`config.mk`:
```
export PLATFORM = sky130hd
export DESIGN_NAME = glob_wildcard_matcher_top_flat
export DESIGN_NICKNAME = d
export VERILOG_FILES = /design/src/rtl/gwm_pkg.sv /design/src/rtl/gwm_if.sv /design/src/rtl/gwm_ram.sv /design/src/rtl/gwm_engine.sv /design/src/rtl/glob_wildcard_matcher_top.sv /design/src/flat_wrapper.sv
export SDC_FILE = /design/constraint.sdc
export NUM_CORES = 2
export LEC_CHECK = 0
export ABC_AREA = 1
export BUFFER_PORTS_ARGS = -buffer_cell sky130_fd_sc_hd__buf_4
export CAP_MARGIN = 20
export CORE_MARGIN = 3
export CORE_UTILIZATION = 48
export DETAILED_ROUTE_END_ITERATION = 6
export GPL_TIMING_DRIVEN = 1
export SYNTH_ARGS = -nofsm -noshare
export SYNTH_HDL_FRONTEND = slang
export SYNTH_SLANG_ARGS = --single-unit
export TNS_END_PERCENT = 30
```
`constraint.sdc`:
```
create_clock -name clock -period 9.3 [get_ports clock]
set_input_delay 1.86 -clock clock [delete_from_list [all_inputs] [get_ports clock]]
set_output_delay 1.86 -clock clock [all_outputs]
set_load 0.05 [all_outputs]
```
`src/rtl/gwm_pkg.sv`:
```
// Package with the shared constants, types and byte compare function of the glob matcher.
package gwm_pkg;

   localparam int PATTERN_DEPTH = 64;
   localparam int SUBJECT_DEPTH = 256;

   localparam logic [3:0] OPTIONS_RESET = 4'd14;

   // Bit positions in the match options register.
   localparam int OPT_FOLD  = 0;
   localparam int OPT_ONE   = 1;
   localparam int OPT_DIGIT = 2;
   localparam int OPT_RUN   = 3;

   localparam logic [7:0] CHAR_STAR     = 8'h2A;
   localparam logic [7:0] CHAR_QUESTION = 8'h3F;
   localparam logic [7:0] CHAR_HASH     = 8'h23;
   localparam logic [7:0] CHAR_UPPER_A  = 8'h41;
   localparam logic [7:0] CHAR_UPPER_Z  = 8'h5A;
   localparam logic [7:0] CHAR_ZERO     = 8'h30;
   localparam logic [7:0] CHAR_NINE     = 8'h39;
   localparam logic [7:0] CASE_OFFSET   = 8'h20;

   typedef struct packed {
      logic matched;
      logic overflow;
   } result_type;

   function automatic logic [7:0] fold_char(input logic [7:0] c, input logic [3:0] opt);
      logic [7:0] r;
      r = c;
      if (opt[OPT_FOLD] && c >= CHAR_UPPER_A && c <= CHAR_UPPER_Z) begin
         r = c + CASE_OFFSET;
      end
      return r;
   endfunction

   function automatic logic byte_fits(input logic [7:0] sc, input logic [7:0] pc,
                                      input logic [3:0] opt);
      logic r;
      r = 1'b0;
      if (fold_char(sc, opt) == fold_char(pc, opt)) begin
         r = 1'b1;
      end
      if (opt[OPT_ONE] && pc == CHAR_QUESTION) begin
         r = 1'b1;
      end
      if (opt[OPT_DIGIT] && pc == CHAR_HASH && sc >= CHAR_ZERO && sc <= CHAR_NINE) begin
         r = 1'b1;
      end
      return r;
   endfunction

endpackage

```
`src/rtl/gwm_if.sv`:
```
// Channel interfaces for requests, responses and the options register write port.
interface gwm_req_if;
   logic       valid;
   logic       ready;
   logic       kind;
   logic [7:0] char_code;
   logic       no_char;
   logic       last;
   modport source (output valid, kind, char_code, no_char, last, input ready);
   modport sink (input valid, kind, char_code, no_char, last, output ready);
endinterface

interface gwm_rsp_if;
   logic valid;
   logic ready;
   logic matched;
   logic overflow;
   modport source (output valid, matched, overflow, input ready);
   modport sink (input valid, matched, overflow, output ready);
endinterface

interface gwm_csr_if;
   logic       valid;
   logic       ready;
   logic [3:0] data;
   modport source (output valid, data, input ready);
   modport sink (input valid, data, output ready);
endinterface

```
`src/rtl/gwm_ram.sv`:
```
// Generic single write port, single read port RAM with registered read data.
module gwm_ram #(
   parameter int WIDTH = 8,
   parameter int DEPTH = 64,
   localparam int AW = (DEPTH > 1) ? $clog2(DEPTH) : 1
) (
   input  logic             clock,
   input  logic             wr_en,
   input  logic [AW-1:0]    wr_addr,
   input  logic [WIDTH-1:0] wr_data,
   input  logic [AW-1:0]    rd_addr,
   output logic [WIDTH-1:0] rd_data
);

   logic [WIDTH-1:0] mem [DEPTH];
   logic [WIDTH-1:0] rd_data_ff;

   always_ff @(posedge clock) begin
      if (wr_en) begin
         mem[wr_addr] <= wr_data;
      end
      rd_data_ff <= mem[rd_addr];
   end

   assign rd_data = rd_data_ff;

endmodule

```
`src/rtl/gwm_engine.sv`:
```
// Match sequencer: walks the pattern and subject stores with one shared byte comparer.
module gwm_engine #(
   parameter int PATTERN_DEPTH = gwm_pkg::PATTERN_DEPTH,
   parameter int SUBJECT_DEPTH = gwm_pkg::SUBJECT_DEPTH,
   localparam int PAW = (PATTERN_DEPTH > 1) ? $clog2(PATTERN_DEPTH) : 1,
   localparam int SAW = (SUBJECT_DEPTH > 1) ? $clog2(SUBJECT_DEPTH) : 1,
   localparam int PW  = $clog2(PATTERN_DEPTH + 1),
   localparam int SW  = $clog2(SUBJECT_DEPTH + 1)
) (
   input  logic                  clock,
   input  logic                  reset,
   input  logic                  start,
   input  logic [PW-1:0]         start_plen,
   input  logic [SW-1:0]         start_slen,
   input  logic                  start_ovf,
   input  logic [3:0]            options,
   output logic [PAW-1:0]        pat_addr,
   input  logic [7:0]            pat_rdata,
   output logic [SAW-1:0]        sub_addr,
   input  logic [7:0]            sub_rdata,
   output logic                  idle,
   output logic                  res_valid,
   input  logic                  res_take,
   output gwm_pkg::result_type   result
);

   localparam int CW = ((PW > SW) ? PW : SW) + 1;

   typedef enum logic [3:0] {
      ST_IDLE, ST_HEAD_RD, ST_HEAD, ST_LIT, ST_STAR_RD, ST_STAR,
      ST_SCAN_RD, ST_SCAN, ST_SETUP, ST_SEG_RD, ST_SEG, ST_DONE
   } state_type;

   state_type     state_ff, state_in;
   logic [PW-1:0] p_ff, p_in, q_ff, q_in, i_ff, i_in, plen_ff, plen_in;
   logic [SW-1:0] s_ff, s_in, k_ff, k_in, slen_ff, slen_in;
   logic [7:0]    pc_ff, pc_in;
   logic          anch_ff, anch_in, hit_ff, hit_in, ovf_ff, ovf_in;

   logic [CW-1:0] n_w, rest_w, k_end_w;
   logic [PW-1:0] pi_w;
   logic [SW-1:0] ki_w;
   logic          fit_w;

   assign n_w     = CW'(q_ff) - CW'(p_ff);
   assign rest_w  = CW'(slen_ff) - CW'(s_ff);
   assign k_end_w = CW'(k_ff) + CW'(1) + n_w;
   assign pi_w    = p_ff + i_ff;
   assign ki_w    = k_ff + SW'(i_ff);
   assign fit_w   = gwm_pkg::byte_fits(sub_rdata, (state_ff == ST_LIT) ? pc_ff : pat_rdata,
                                       options);

   always_comb begin
      pat_addr = PAW'(p_ff);
      sub_addr = SAW'(s_ff);
      if (state_ff == ST_SCAN_RD) begin
         pat_addr = PAW'(q_ff);
      end else if (state_ff == ST_SEG_RD) begin
         pat_addr = PAW'(pi_w);
         sub_addr = SAW'(ki_w);
      end
   end

   always_comb begin
      state_in = state_ff;
      p_in = p_ff; q_in = q_ff; i_in = i_ff; plen_in = plen_ff;
      s_in = s_ff; k_in = k_ff; slen_in = slen_ff;
      pc_in = pc_ff; anch_in = anch_ff; hit_in = hit_ff; ovf_in = ovf_ff;
      unique case (state_ff)
         ST_IDLE: begin
            if (start) begin
               plen_in = start_plen;
               slen_in = start_slen;
               ovf_in  = start_ovf;
               p_in    = '0;
               s_in    = '0;
               hit_in  = 1'b0;
               state_in = start_ovf ? ST_DONE : ST_HEAD_RD;
            end
         end
         ST_HEAD_RD: state_in = ST_HEAD;
         ST_HEAD: begin
            if (options[gwm_pkg::OPT_RUN] && p_ff < plen_ff
                && pat_rdata == gwm_pkg::CHAR_STAR) begin
               p_in = p_ff + PW'(1);
               state_in = ST_STAR_RD;
            end else if (p_ff == plen_ff) begin
               hit_in = (s_ff == slen_ff);
               state_in = ST_DONE;
            end else if (s_ff == slen_ff) begin
               state_in = ST_DONE;
            end else begin
               pc_in = pat_rdata;
               state_in = ST_LIT;
            end
         end
         ST_LIT: begin
            if (fit_w) begin
               p_in = p_ff + PW'(1);
               s_in = s_ff + SW'(1);
               state_in = ST_HEAD_RD;
            end else begin
               state_in = ST_DONE;
            end
         end
         ST_STAR_RD: state_in = ST_STAR;
         ST_STAR: begin
            if (p_ff < plen_ff && pat_rdata == gwm_pkg::CHAR_STAR) begin
               p_in = p_ff + PW'(1);
               state_in = ST_STAR_RD;
            end else if (p_ff == plen_ff) begin
               hit_in = 1'b1;
               state_in = ST_DONE;
            end else if (s_ff == slen_ff) begin
               state_in = ST_DONE;
            end else begin
               q_in = p_ff + PW'(1);
               state_in = ST_SCAN_RD;
            end
         end
         ST_SCAN_RD: state_in = (q_ff == plen_ff) ? ST_SETUP : ST_SCAN;
         ST_SCAN: begin
            if (pat_rdata == gwm_pkg::CHAR_STAR) begin
               state_in = ST_SETUP;
            end else begin
               q_in = q_ff + PW'(1);
               state_in = ST_SCAN_RD;
            end
         end
         ST_SETUP: begin
            i_in = '0;
            if (rest_w < n_w) begin
               state_in = ST_DONE;
            end else if (q_ff == plen_ff) begin
               anch_in = 1'b1;
               k_in = SW'(CW'(slen_ff) - n_w);
               state_in = ST_SEG_RD;
            end else begin
               anch_in = 1'b0;
               k_in = s_ff;
               state_in = ST_SEG_RD;
            end
         end
         ST_SEG_RD: state_in = ST_SEG;
         ST_SEG: begin
            if (fit_w) begin
               if (CW'(i_ff) + CW'(1) == n_w) begin
                  if (anch_ff) begin
                     hit_in = 1'b1;
                     state_in = ST_DONE;
                  end else begin
                     s_in = SW'(CW'(k_ff) + n_w);
                     p_in = q_ff;
                     state_in = ST_HEAD_RD;
                  end
               end else begin
                  i_in = i_ff + PW'(1);
                  state_in = ST_SEG_RD;
               end
            end else if (anch_ff || k_end_w > CW'(slen_ff)) begin
               state_in = ST_DONE;
            end else begin
               k_in = k_ff + SW'(1);
               i_in = '0;
               state_in = ST_SEG_RD;
            end
         end
         ST_DONE: begin
            if (res_take) begin
               state_in = ST_IDLE;
            end
         end
         default: state_in = ST_IDLE;
      endcase
   end

   always_ff @(posedge clock) begin
      if (reset) begin
         state_ff <= ST_IDLE;
      end else begin
         state_ff <= state_in;
      end
      p_ff <= p_in; q_ff <= q_in; i_ff <= i_in; plen_ff <= plen_in;
      s_ff <= s_in; k_ff <= k_in; slen_ff <= slen_in;
      pc_ff <= pc_in; anch_ff <= anch_in; hit_ff <= hit_in; ovf_ff <= ovf_in;
   end

   assign idle            = (state_ff == ST_IDLE);
   assign res_valid       = (state_ff == ST_DONE);
   assign result.matched  = hit_ff;
   assign result.overflow = ovf_ff;

endmodule

```
`src/rtl/glob_wildcard_matcher_top.sv`:
```
// Top level of the glob wildcard matcher: loaders, stores, match sequencer and response register.
// Requests load pattern bytes and subject bytes, one per cycle, into two RAMs; the subject
// request marked last starts a match and yields one response with matched and overflow.
// While a match runs the request channel is not ready. One shared byte comparer walks both
// RAMs through their single registered read ports, so every pattern or subject byte the match
// inspects passes a read state and a decision state: a literal step reads, captures the
// pattern byte and compares; each star, each pattern byte scanned up to the next star and
// each byte compared at each trial offset of a segment is read and decided, and each segment
// is set up once, so the worst case grows as subject length times segment length. An
// overflowed store sends the sequencer from idle straight to done. A new request is accepted
// as soon as the sequencer is idle, even while the last response still waits on the response
// channel. The options register may be written at any time the block is idle and is always ready.
module glob_wildcard_matcher_top #(
   parameter int PATTERN_DEPTH = gwm_pkg::PATTERN_DEPTH,
   parameter int SUBJECT_DEPTH = gwm_pkg::SUBJECT_DEPTH
) (
   input  logic  clock,
   input  logic  reset,
   gwm_req_if.sink   req_chan,
   gwm_rsp_if.source rsp_chan,
   gwm_csr_if.sink   csr_chan
);

   localparam int PAW = (PATTERN_DEPTH > 1) ? $clog2(PATTERN_DEPTH) : 1;
   localparam int SAW = (SUBJECT_DEPTH > 1) ? $clog2(SUBJECT_DEPTH) : 1;
   localparam int PW  = $clog2(PATTERN_DEPTH + 1);
   localparam int SW  = $clog2(SUBJECT_DEPTH + 1);

   // Loader state: lengths, overflow flags and whether the pattern has been closed.
   logic [3:0]    options_ff, options_in;
   logic [PW-1:0] plen_ff, plen_in, pbase_w;
   logic [SW-1:0] slen_ff, slen_in, slen_new_w;
   logic          pov_ff, pov_in, pov_base_w, sov_ff, sov_in, sov_new_w, closed_ff, closed_in;
   logic          rsp_valid_ff, rsp_valid_in;
   gwm_pkg::result_type rsp_ff, rsp_in;

   logic accept, has_byte, pat_we, sub_we, start;
   logic eng_idle, eng_valid, eng_take;
   logic [PAW-1:0] pat_raddr;
   logic [SAW-1:0] sub_raddr;
   logic [7:0]     pat_rdata, sub_rdata;
   gwm_pkg::result_type eng_result;

   assign req_chan.ready = eng_idle;
   assign csr_chan.ready = 1'b1;
   assign accept   = req_chan.valid && eng_idle;
   assign has_byte = !req_chan.no_char;

   // A pattern request after a closed pattern starts a fresh pattern.
   assign pbase_w    = closed_ff ? '0 : plen_ff;
   assign pov_base_w = closed_ff ? 1'b0 : pov_ff;
   assign pat_we     = accept && !req_chan.kind && has_byte && (pbase_w < PW'(PATTERN_DEPTH));
   assign sub_we     = accept && req_chan.kind && has_byte && (slen_ff < SW'(SUBJECT_DEPTH));
   assign slen_new_w = sub_we ? slen_ff + SW'(1) : slen_ff;
   assign sov_new_w  = sov_ff || (accept && req_chan.kind && has_byte && !sub_we);
   assign start      = accept && req_chan.kind && req_chan.last;

   always_comb begin
      options_in = options_ff;
      plen_in = plen_ff; pov_in = pov_ff; closed_in = closed_ff;
      slen_in = slen_ff; sov_in = sov_ff;
      if (csr_chan.valid) begin
         options_in = csr_chan.data;
      end
      if (accept && !req_chan.kind) begin
         plen_in   = pat_we ? pbase_w + PW'(1) : pbase_w;
         pov_in    = pov_base_w || (has_byte && !pat_we);
         closed_in = req_chan.last;
      end
      if (accept && req_chan.kind) begin
         // The subject is consumed by the match that its last request starts.
         slen_in = req_chan.last ? '0 : slen_new_w;
         sov_in  = req_chan.last ? 1'b0 : sov_new_w;
      end
   end

   // The response register frees the sequencer by taking a finished result once it is empty or being read.
   assign eng_take = eng_valid && (!rsp_valid_ff || rsp_chan.ready);

   always_comb begin
      rsp_in = rsp_ff;
      rsp_valid_in = rsp_valid_ff && !rsp_chan.ready;
      if (eng_take) begin
         rsp_in = eng_result;
         rsp_valid_in = 1'b1;
      end
   end

   always_ff @(posedge clock) begin
      if (reset) begin
         options_ff   <= gwm_pkg::OPTIONS_RESET;
         plen_ff      <= '0;
         pov_ff       <= 1'b0;
         closed_ff    <= 1'b0;
         slen_ff      <= '0;
         sov_ff       <= 1'b0;
         rsp_valid_ff <= 1'b0;
      end else begin
         options_ff   <= options_in;
         plen_ff      <= plen_in;
         pov_ff       <= pov_in;
         closed_ff    <= closed_in;
         slen_ff      <= slen_in;
         sov_ff       <= sov_in;
         rsp_valid_ff <= rsp_valid_in;
      end
      rsp_ff <= rsp_in;
   end

   assign rsp_chan.valid    = rsp_valid_ff;
   assign rsp_chan.matched  = rsp_ff.matched;
   assign rsp_chan.overflow = rsp_ff.overflow;

   gwm_ram #(.WIDTH(8), .DEPTH(PATTERN_DEPTH)) u_pat_ram (
      .clock   (clock),
      .wr_en   (pat_we),
      .wr_addr (PAW'(pbase_w)),
      .wr_data (req_chan.char_code),
      .rd_addr (pat_raddr),
      .rd_data (pat_rdata)
   );

   gwm_ram #(.WIDTH(8), .DEPTH(SUBJECT_DEPTH)) u_sub_ram (
      .clock   (clock),
      .wr_en   (sub_we),
      .wr_addr (SAW'(slen_ff)),
      .wr_data (req_chan.char_code),
      .rd_addr (sub_raddr),
      .rd_data (sub_rdata)
   );

   gwm_engine #(.PATTERN_DEPTH(PATTERN_DEPTH), .SUBJECT_DEPTH(SUBJECT_DEPTH)) u_engine (
      .clock      (clock),
      .reset      (reset),
      .start      (start),
      .start_plen (plen_ff),
      .start_slen (slen_new_w),
      .start_ovf  (sov_new_w || pov_ff),
      .options    (options_ff),
      .pat_addr   (pat_raddr),
      .pat_rdata  (pat_rdata),
      .sub_addr   (sub_raddr),
      .sub_rdata  (sub_rdata),
      .idle       (eng_idle),
      .res_valid  (eng_valid),
      .res_take   (eng_take),
      .result     (eng_result)
   );

endmodule
```
`src/flat_wrapper.sv`:
```
// flat-port wrapper written by rule: the top's interface ports become plain ports
module glob_wildcard_matcher_top_flat 
#(
   parameter int PATTERN_DEPTH = gwm_pkg::PATTERN_DEPTH,
   parameter int SUBJECT_DEPTH = gwm_pkg::SUBJECT_DEPTH
)
  (clock, reset, req_chan_valid, req_chan_kind, req_chan_char_code, req_chan_no_char, req_chan_last, req_chan_ready, rsp_chan_valid, rsp_chan_matched, rsp_chan_overflow, rsp_chan_ready, csr_chan_valid, csr_chan_data, csr_chan_ready);
  gwm_req_if req_chan_i ();
  gwm_rsp_if rsp_chan_i ();
  gwm_csr_if csr_chan_i ();
  input  logic clock;
  input  logic reset;
  input wire logic [$bits(req_chan_i.valid)-1:0] req_chan_valid;
  input wire logic [$bits(req_chan_i.kind)-1:0] req_chan_kind;
  input wire logic [$bits(req_chan_i.char_code)-1:0] req_chan_char_code;
  input wire logic [$bits(req_chan_i.no_char)-1:0] req_chan_no_char;
  input wire logic [$bits(req_chan_i.last)-1:0] req_chan_last;
  output wire logic [$bits(req_chan_i.ready)-1:0] req_chan_ready;
  output wire logic [$bits(rsp_chan_i.valid)-1:0] rsp_chan_valid;
  output wire logic [$bits(rsp_chan_i.matched)-1:0] rsp_chan_matched;
  output wire logic [$bits(rsp_chan_i.overflow)-1:0] rsp_chan_overflow;
  input wire logic [$bits(rsp_chan_i.ready)-1:0] rsp_chan_ready;
  input wire logic [$bits(csr_chan_i.valid)-1:0] csr_chan_valid;
  input wire logic [$bits(csr_chan_i.data)-1:0] csr_chan_data;
  output wire logic [$bits(csr_chan_i.ready)-1:0] csr_chan_ready;
  assign req_chan_i.valid = req_chan_valid;
  assign req_chan_i.kind = req_chan_kind;
  assign req_chan_i.char_code = req_chan_char_code;
  assign req_chan_i.no_char = req_chan_no_char;
  assign req_chan_i.last = req_chan_last;
  assign req_chan_ready = req_chan_i.ready;
  assign rsp_chan_valid = rsp_chan_i.valid;
  assign rsp_chan_matched = rsp_chan_i.matched;
  assign rsp_chan_overflow = rsp_chan_i.overflow;
  assign rsp_chan_i.ready = rsp_chan_ready;
  assign csr_chan_i.valid = csr_chan_valid;
  assign csr_chan_i.data = csr_chan_data;
  assign csr_chan_ready = csr_chan_i.ready;
  glob_wildcard_matcher_top #(.PATTERN_DEPTH(PATTERN_DEPTH), .SUBJECT_DEPTH(SUBJECT_DEPTH)) u_core (.clock(clock), .reset(reset), .req_chan(req_chan_i), .rsp_chan(rsp_chan_i), .csr_chan(csr_chan_i));
endmodule
```
# Yosys cells after proc, flatten, opt, wreduce, memory -nomap -nowiden
# Memory sizes are Yosys's and may differ from the RTL's. A register that Yosys moved wholly into a read port is not among the register bits.
# Cells that the tools add are included.
[totals]
ram_bits = 2560
mem_count = 2
regBits = 96
word_cells = 223
input_bits = 20
output_inout_bits = 5
[memory_table]
columns = ["memory", "depth", "width", "read_ports", "rd_clocked_by_memory_dff", "write_ports", "line", "source"]
rows = [
  ["u_core.u_sub_ram.mem", 256, 8, 1, 1, 1, "gwm_ram.sv:15", "logic [WIDTH-1:0] mem [DEPTH];"],
  ["u_core.u_pat_ram.mem", 64, 8, 1, 1, 1, "gwm_ram.sv:15", ""],
]
[classes]
n_eq_ne = 40
muxes = 77
magnitude_cmp = 11
reduce_logical = 50
add_sub_neg = 18
bitwise = 4
[op_table]
columns = ["cell", "n"]
rows = [
  ["7-bit 2-to-1 mux", 16],
  ["9-bit 2-to-1 mux", 11],
  ["4-bit 2-to-1 mux", 15],
  ["4-bit case mux with 12 select lines", 1],
  ["8-bit 2-to-1 mux", 5],
  ["2-bit inequality test, second input constant", 18],
  ["7-bit case mux with 5 select lines", 1],
  ["7-bit by 1-bit adder with 7-bit output, second input constant", 4],
  ["7-bit case mux with 2 select lines", 2],
  ["9-bit by 1-bit adder with 9-bit output, second input constant", 3],
  ["9-bit case mux with 3 select lines", 1],
  ["8-bit by 6-bit == test with 1-bit output, second input constant", 3],
  ["1-bit logical AND", 23],
  ["1-bit 2-to-1 mux", 19],
  ["9-bit case mux with 2 select lines", 1],
  ["8-bit by 6-bit adder with 8-bit output, second input constant", 2],
  ["4-bit by 3-bit == test with 1-bit output, second input constant", 4],
  ["4-bit == test, second input constant", 4],
  ["8-bit by 7-bit greater-or-equal comparator with 1-bit output, second input constant", 2],
  ["8-bit by 7-bit less-or-equal comparator with 1-bit output, second input constant", 2],
  ["7-bit == test", 2],
  ["6-bit 2-to-1 mux", 2],
  ["10-bit adder", 1],
  ["9-bit by 1-bit adder with 10-bit output, second input constant", 1],
  ["38 further kinds", 57],
]

# Longest topological paths before layout
[logic_depth]
word_depth = 12
depth_mapped = 33
depth_no_buf = 33

# Modules after synthesis
# Synthesis repeated with hierarchy kept, for this count alone.
[unflattened]
hier_cells = 9999
area_unflattened_um2 = 113313.7
[by_module_without_submodules]
columns = ["module", "area_each_um2", "cells_each", "seq_area_each_um2", "n_inst"]
rows = [
  ["gwm_ram (u_core.u_sub_ram)", 83396.2, 7003, 61659.1, 1],
  ["gwm_ram (u_core.u_pat_ram)", 21315.4, 1821, 15534.9, 1],
  ["gwm_engine", 7189.4, 970, 2062.0, 1],
  ["glob_wildcard_matcher_top", 1412.6, 205, 540.5, 1],
]

# Worst setup path after synthesis
# OpenSTA, ideal clock, no wires.
[synth_timing]
kind = "register -> register"
start = "register u_core.u_engine.q_ff[0]"
end = "register u_core.u_engine.k_ff[0], enable pin"
stages_incl_launch_ff = 29
n_path_buf = 0
arrival_ns = 4.377
synth_period_minus_slack_ns = 4.764
t_required_ns = 8.913
setup_slack_ns = 4.536
setup_time_ns = 0.387
path_cell_list = "edfxtp_1 -> inv_1 -> ha_1 -> inv_1 -> fa_1 -> nand3_1 -> nand2_1 -> or2_2 -> nand2_1 -> inv_1 -> ha_1 -> a21oi_1 -> nand2_1 -> a21oi_1 -> xor2_1 -> ha_1 -> nand2_1 -> nor2_1 -> o21ai_0 -> inv_1 -> o21ai_0 -> nand2_1 -> nand2_1 -> nand2_1 -> nand2_1 -> nand3_1 -> nand2_1 -> nand2_1 -> nor3_1"
[synth_between]
elab_chain_len = 6
elab_cells_between_ends = 8
classes_between = "add/sub: 2; order compare: 2; eq/ne: 2; reduce/logical: 2"
[synth_lines]
columns = ["item", "line", "source"]
rows = [
  ["from (decl)", "gwm_engine.sv:35", "logic [PW-1:0] p_ff, p_in, q_ff, q_in, i_ff, i_in, plen_ff, plen_in;"],
  ["from (signal assigned)", "gwm_engine.sv:183", "p_ff <= p_in; q_ff <= q_in; i_ff <= i_in; plen_ff <= plen_in;"],
  ["7-bit by 7-bit subtractor with 8-bit output (*)", "gwm_engine.sv:45", "assign n_w = CW'(q_ff) - CW'(p_ff);"],
  ["10-bit adder", "gwm_engine.sv:47", "assign k_end_w = CW'(k_ff) + CW'(1) + n_w;"],
  ["10-bit by 9-bit > comparator with 1-bit output", "gwm_engine.sv:160", "end else if (anch_ff || k_end_w > CW'(slen_ff)) begin"],
  ["1-bit logical OR", "gwm_engine.sv:160", ""],
  ["2-bit inequality test (no source line)", "n/a", ""],
  ["4-bit AND reduction (no source line) (*)", "n/a", ""],
  ["to (signal assigned)", "gwm_engine.sv:184", "s_ff <= s_in; k_ff <= k_in; slen_ff <= slen_in;"],
  ["to (decl)", "gwm_engine.sv:36", "logic [SW-1:0] s_ff, s_in, k_ff, k_in, slen_ff, slen_in;"],
]
# Every way passes the cells marked *; elsewhere a longest branch is shown, timed or not.
# A chain may end at the register's enable or synchronous reset.

# Final worst setup path
[layout_timing]
start = "register u_core.u_engine.i_ff[0]"
end = "register u_core.u_sub_ram.rd_data_ff[1], in the netlist u_core.u_sub_ram.rd_data[1] (read register of u_core.u_sub_ram.mem)"
[layout_between]
elab_chain_len = 3
[layout_lines]
columns = ["item", "line", "source"]
rows = [
  ["from (decl)", "gwm_engine.sv:35", ""],
  ["from (signal assigned)", "gwm_engine.sv:183", ""],
  ["8-bit by 7-bit adder with 8-bit output", "gwm_engine.sv:49", "assign ki_w = k_ff + SW'(i_ff);"],
  ["8-bit 2-to-1 mux", "gwm_engine.sv:58", "end else if (state_ff == ST_SEG_RD) begin"],
  ["8-bit 2-to-1 mux", "gwm_engine.sv:56", "if (state_ff == ST_SCAN_RD) begin"],
  ["to (decl)", "gwm_ram.sv:16", "logic [WIDTH-1:0] rd_data_ff;"],
]
# Every way passes these cells.

==> flow_metrics.env <==
export IMPL_hold_buffers=0
export IMPL_drv_cap=0
export IMPL_ant_nets=0
export IMPL_die_x_microns=486
export IMPL_cp_cell_sequence="ha_1, fa_1, xor2_1, or2_1, o21ai_4, buf_4, buf_4, buf_12, o211ai_1, o211ai_1, nand3_1, nand3_1, nand3_1, nand3_1, nand2_1"
export IMPL_max_freq_mhz=189
export IMPL_drc_errors=0
export IMPL_hp_class="reg2reg"
export IMPL_crit_slowest_cell="buf_4"
export IMPL_post_cts_resized=0
export IMPL_h_tree_depth=5
export IMPL_cp_end_kind="register"
export IMPL_cts_root_buf="clkbuf_16"
export IMPL_syn_inst=8686
export IMPL_final_setup_tns_ns=0
export IMPL_critPathMaxStageDelay_ns=0.68
export IMPL_yosysWarnings=0
export IMPL_final_hold_viol_count=0
export IMPL_relSlewSlack_pct=24.3
export IMPL_synth_top_area_share_pct=71.3
export IMPL_ys_ff_latch=2672
export IMPL_gr_total_overflow=0
export IMPL_synth_seq_area_share_pct=72.1
export IMPL_clk_pin_slew_ns=0.06
export IMPL_status="finished clean"
export IMPL_syn_to_final_growth_pct=10.5
export IMPL_power_density_mw_per_mm2=215
export IMPL_syn_num_nets=8798
export IMPL_synthesis_area_sq_mm=0.111
export IMPL_post_cts_buffers=0
export IMPL_final_period_utilization_pct=57.0
export IMPL_std_cell_rows=175
export IMPL_irDropWorstVdd_uv=146
export IMPL_start_util_pct=48.5
export IMPL_grt_pass1_wl_mm=451
export IMPL_synthFlopType="edfxtp_1"
export IMPL_synth_top_cell_by_area="edfxtp_1"
export IMPL_first_pass_iters=6
export IMPL_vias=71498
export IMPL_fin_skew_ns=0.0852
export IMPL_clock_path_buffers=4
export IMPL_cp_depth=15
export IMPL_clkSinkCount=2672
export IMPL_grt_usage_pct=25.3
export IMPL_utilization_pct=53.5
export IMPL_final_min_clock_period_ns=5.30
export IMPL_critical_path_class="reg2reg"
export IMPL_cp_arrival_ns=6.10
export IMPL_critical_path_top_delay_family="buffers and inverters"
export IMPL_r2r_cells=15
export IMPL_cp_common_cell="nand3_1"
export IMPL_synth_async_reset_ratio_pct=0
export IMPL_drive_above_1_share_pct=7.84
export IMPL_wl_per_cell_microns=26.0
export IMPL_ys_types=60
export IMPL_p_leak_nw=39.0
export IMPL_dpl_hpwl_mm=171
export IMPL_drt_wl_total_mm=305
export IMPL_cts_tree="done"
export IMPL_pin_count=25
export IMPL_hold_depth=0
export IMPL_vias_per_cell=6.10
export IMPL_antenna_found_initial=12
export IMPL_nets=8627
export IMPL_place_congestion=0.891
export IMPL_grt_pass1_vias=68425
export IMPL_rsz0062_at_grt="false"
export IMPL_cp_start_kind="register"
export IMPL_setup_viol=0
export IMPL_path_buf_inv=3
export IMPL_cts_buffers=295
export IMPL_dieArea_sq_mm=0.236
export IMPL_fillers=18905
export IMPL_slew_viol_final=0
export IMPL_die_h_microns=486
export IMPL_synth_edf_count=2628
export IMPL_portBuffers=23
export IMPL_worst_skew_pair_late_latency_ns=0.95
export IMPL_synth_area_per_cell_sq_um=12.7
export IMPL_crit_fanout=139
export IMPL_yosys_top_cells_area="edfxtp_1, o21ai_0, nor2_1"
export IMPL_worst_slew_pin_slew_ns=1.14
export IMPL_grt_max_degree=235
export IMPL_core_area_sq_mm=0.228
export IMPL_cp_required_ns=10.10
export IMPL_drt_iter0_markers=8836
==> power breakdown <==
group	internal, mW	switching (mW)	total (mW)
clock	6.44	4.57	11.0
sequential	13.3	0.0402	13.3
combinational	0.503	1.43	1.94
==> final timing paths <==
| kind | startpoint | slack (ns) | endpoint |
|---|---|---|---|
| max | u_core.u_engine.i_ff[0]$_SDFFCE_PN0P_ | 4.00 | u_core.u_sub_ram.rd_data[1]$_DFF_P_ |
| min | u_core.plen_ff[2]$_SDFFE_PP0P_ | 0.44 | u_core.u_engine.plen_ff[2]$_DFFE_PP_ |
| min reg2reg | u_core.plen_ff[2]$_SDFFE_PP0P_ | 0.44 | u_core.u_engine.plen_ff[2]$_DFFE_PP_ |
| max reg2reg | u_core.u_engine.i_ff[0]$_SDFFCE_PN0P_ | 4.00 | u_core.u_sub_ram.rd_data[1]$_DFF_P_ |
==> routing by layer <==
layer	share of wire, %	vias to the layer above	GRT usage (%)
met5	0	-	0
met4	3.0	0	8.10
met3	8.2	492	4.43
met2	47	3025	39.6
met1	42	35814	36.1
li1	-	32167	-
==> final cells by class <==
type | instances | area (sq um) | area share [%]
Sequential cell | 2672 | 79800 | 65.3
Multi-Input combinational cell | 5121 | 27400 | 22.4
Clock buffer | 361 | 7780 | 6.36
Tap cell | 3009 | 3760 | 3.08
Timing Repair Buffer | 131 | 1220 | 1.00
Inverter | 294 | 1150 | 0.942
Clock inverter | 137 | 1150 | 0.939
Antenna cell | 4 | 10.0 | 0.00819
==> cells in the mapped netlist, drive strengths merged, types with 6 or more instances <==
cell type / number
nand4: 23
nor4: 8
or2: 118
clkbuf: 428
dfxtp: 44
buf: 171
o311ai: 23
o221ai: 172
o22ai: 265
nor2: 1445
nor3: 20
xnor2: 14
a21oi: 94
a31oi: 24
nand2: 396
edfxtp: 2628
xor2: 46
o21bai: 134
nand3: 439
fa: 7
o21ai: 1320
inv: 292
ha: 85
mux2i: 6
o211ai: 458
==> worst register-to-register path: cells and delay by family, from the launching register on <==
family | cells | cell delay [ns]
compound gates | 3 | 0.70
simple gates | 6 | 1.16
xor+xnor | 1 | 0.17
buf+inv | 3 | 1.91
fa+ha+maj | 2 | 0.72
flops | 1 | 0.56
==> through the flow <==
step / total power [mW] / instance area, sq um / hold slack, ns / std cells / setup slack, ns
2_1_floorplan: 14.7 / 111000 / 0.400 / 8686 / 4.54
3_3_place_gp: 15.4 / 113000 / 0.420 / 11220 / 3.54
3_5_place_dp: 15.5 / 113000 / 0.421 / 11224 / 3.67
4_1_cts: 26.4 / 122000 / 0.436 / 11722 / 3.61
5_1_grt: 27.0 / 122000 / 0.451 / 11726 / 3.51
6_report: 26.2 / 122000 / 0.438 / 11729 / 4.00
==> placed cells by master (no fill, tap or decap), drive strengths merged, types with 19 or more instances in the layout <==
cell type,Yosys,layout
edfxtp,2628,2628
nor2,1445,1445
o21ai,1320,1320
o211ai,458,458
nand3,439,439
nand2,396,396
clkbuf,428,362
inv,292,295
o22ai,265,265
o221ai,172,172
o21bai,134,134
buf,171,130
or2,118,118
clkinv,2,111
a21oi,94,94
ha,85,85
xor2,46,46
dfxtp,44,44
a31oi,24,24
nand4,23,23
o311ai,23,23
nor3,20,20
bufinv,0,19
==> state kept, by name (all words and copies together), names as in the netlist, 8 cells and up <==
name / cells
u_core.u_engine.slen_ff: 9
u_core.u_engine.s_ff: 9
u_core.u_engine.k_ff: 9
u_core.u_sub_ram.mem: 2048
u_core.slen_ff: 9
u_core.u_pat_ram.mem: 512
u_core.u_pat_ram.rd_data: 8
u_core.u_sub_ram.rd_data: 8
u_core.u_engine.pc_ff: 8
==> cells by family (layout without fill, tap and decap cells) <==
group / Yosys count / after routing / synth area share (%)
other: 1 / 5 / 0.00339
buffers and inverters: 893 / 923 / 3.28
multiplexers: 6 / 6 / 0.0543
AO/OA/AOI/OAI: 2506 / 2506 / 13.7
adder cells (fa/ha/maj): 92 / 92 / 1.09
AND/OR/NAND/NOR: 2456 / 2456 / 9.25
XOR/XNOR: 60 / 60 / 0.475
flip-flops: 2672 / 2672 / 72.1
No activity file was read; power rests on OpenSTA's default activity.
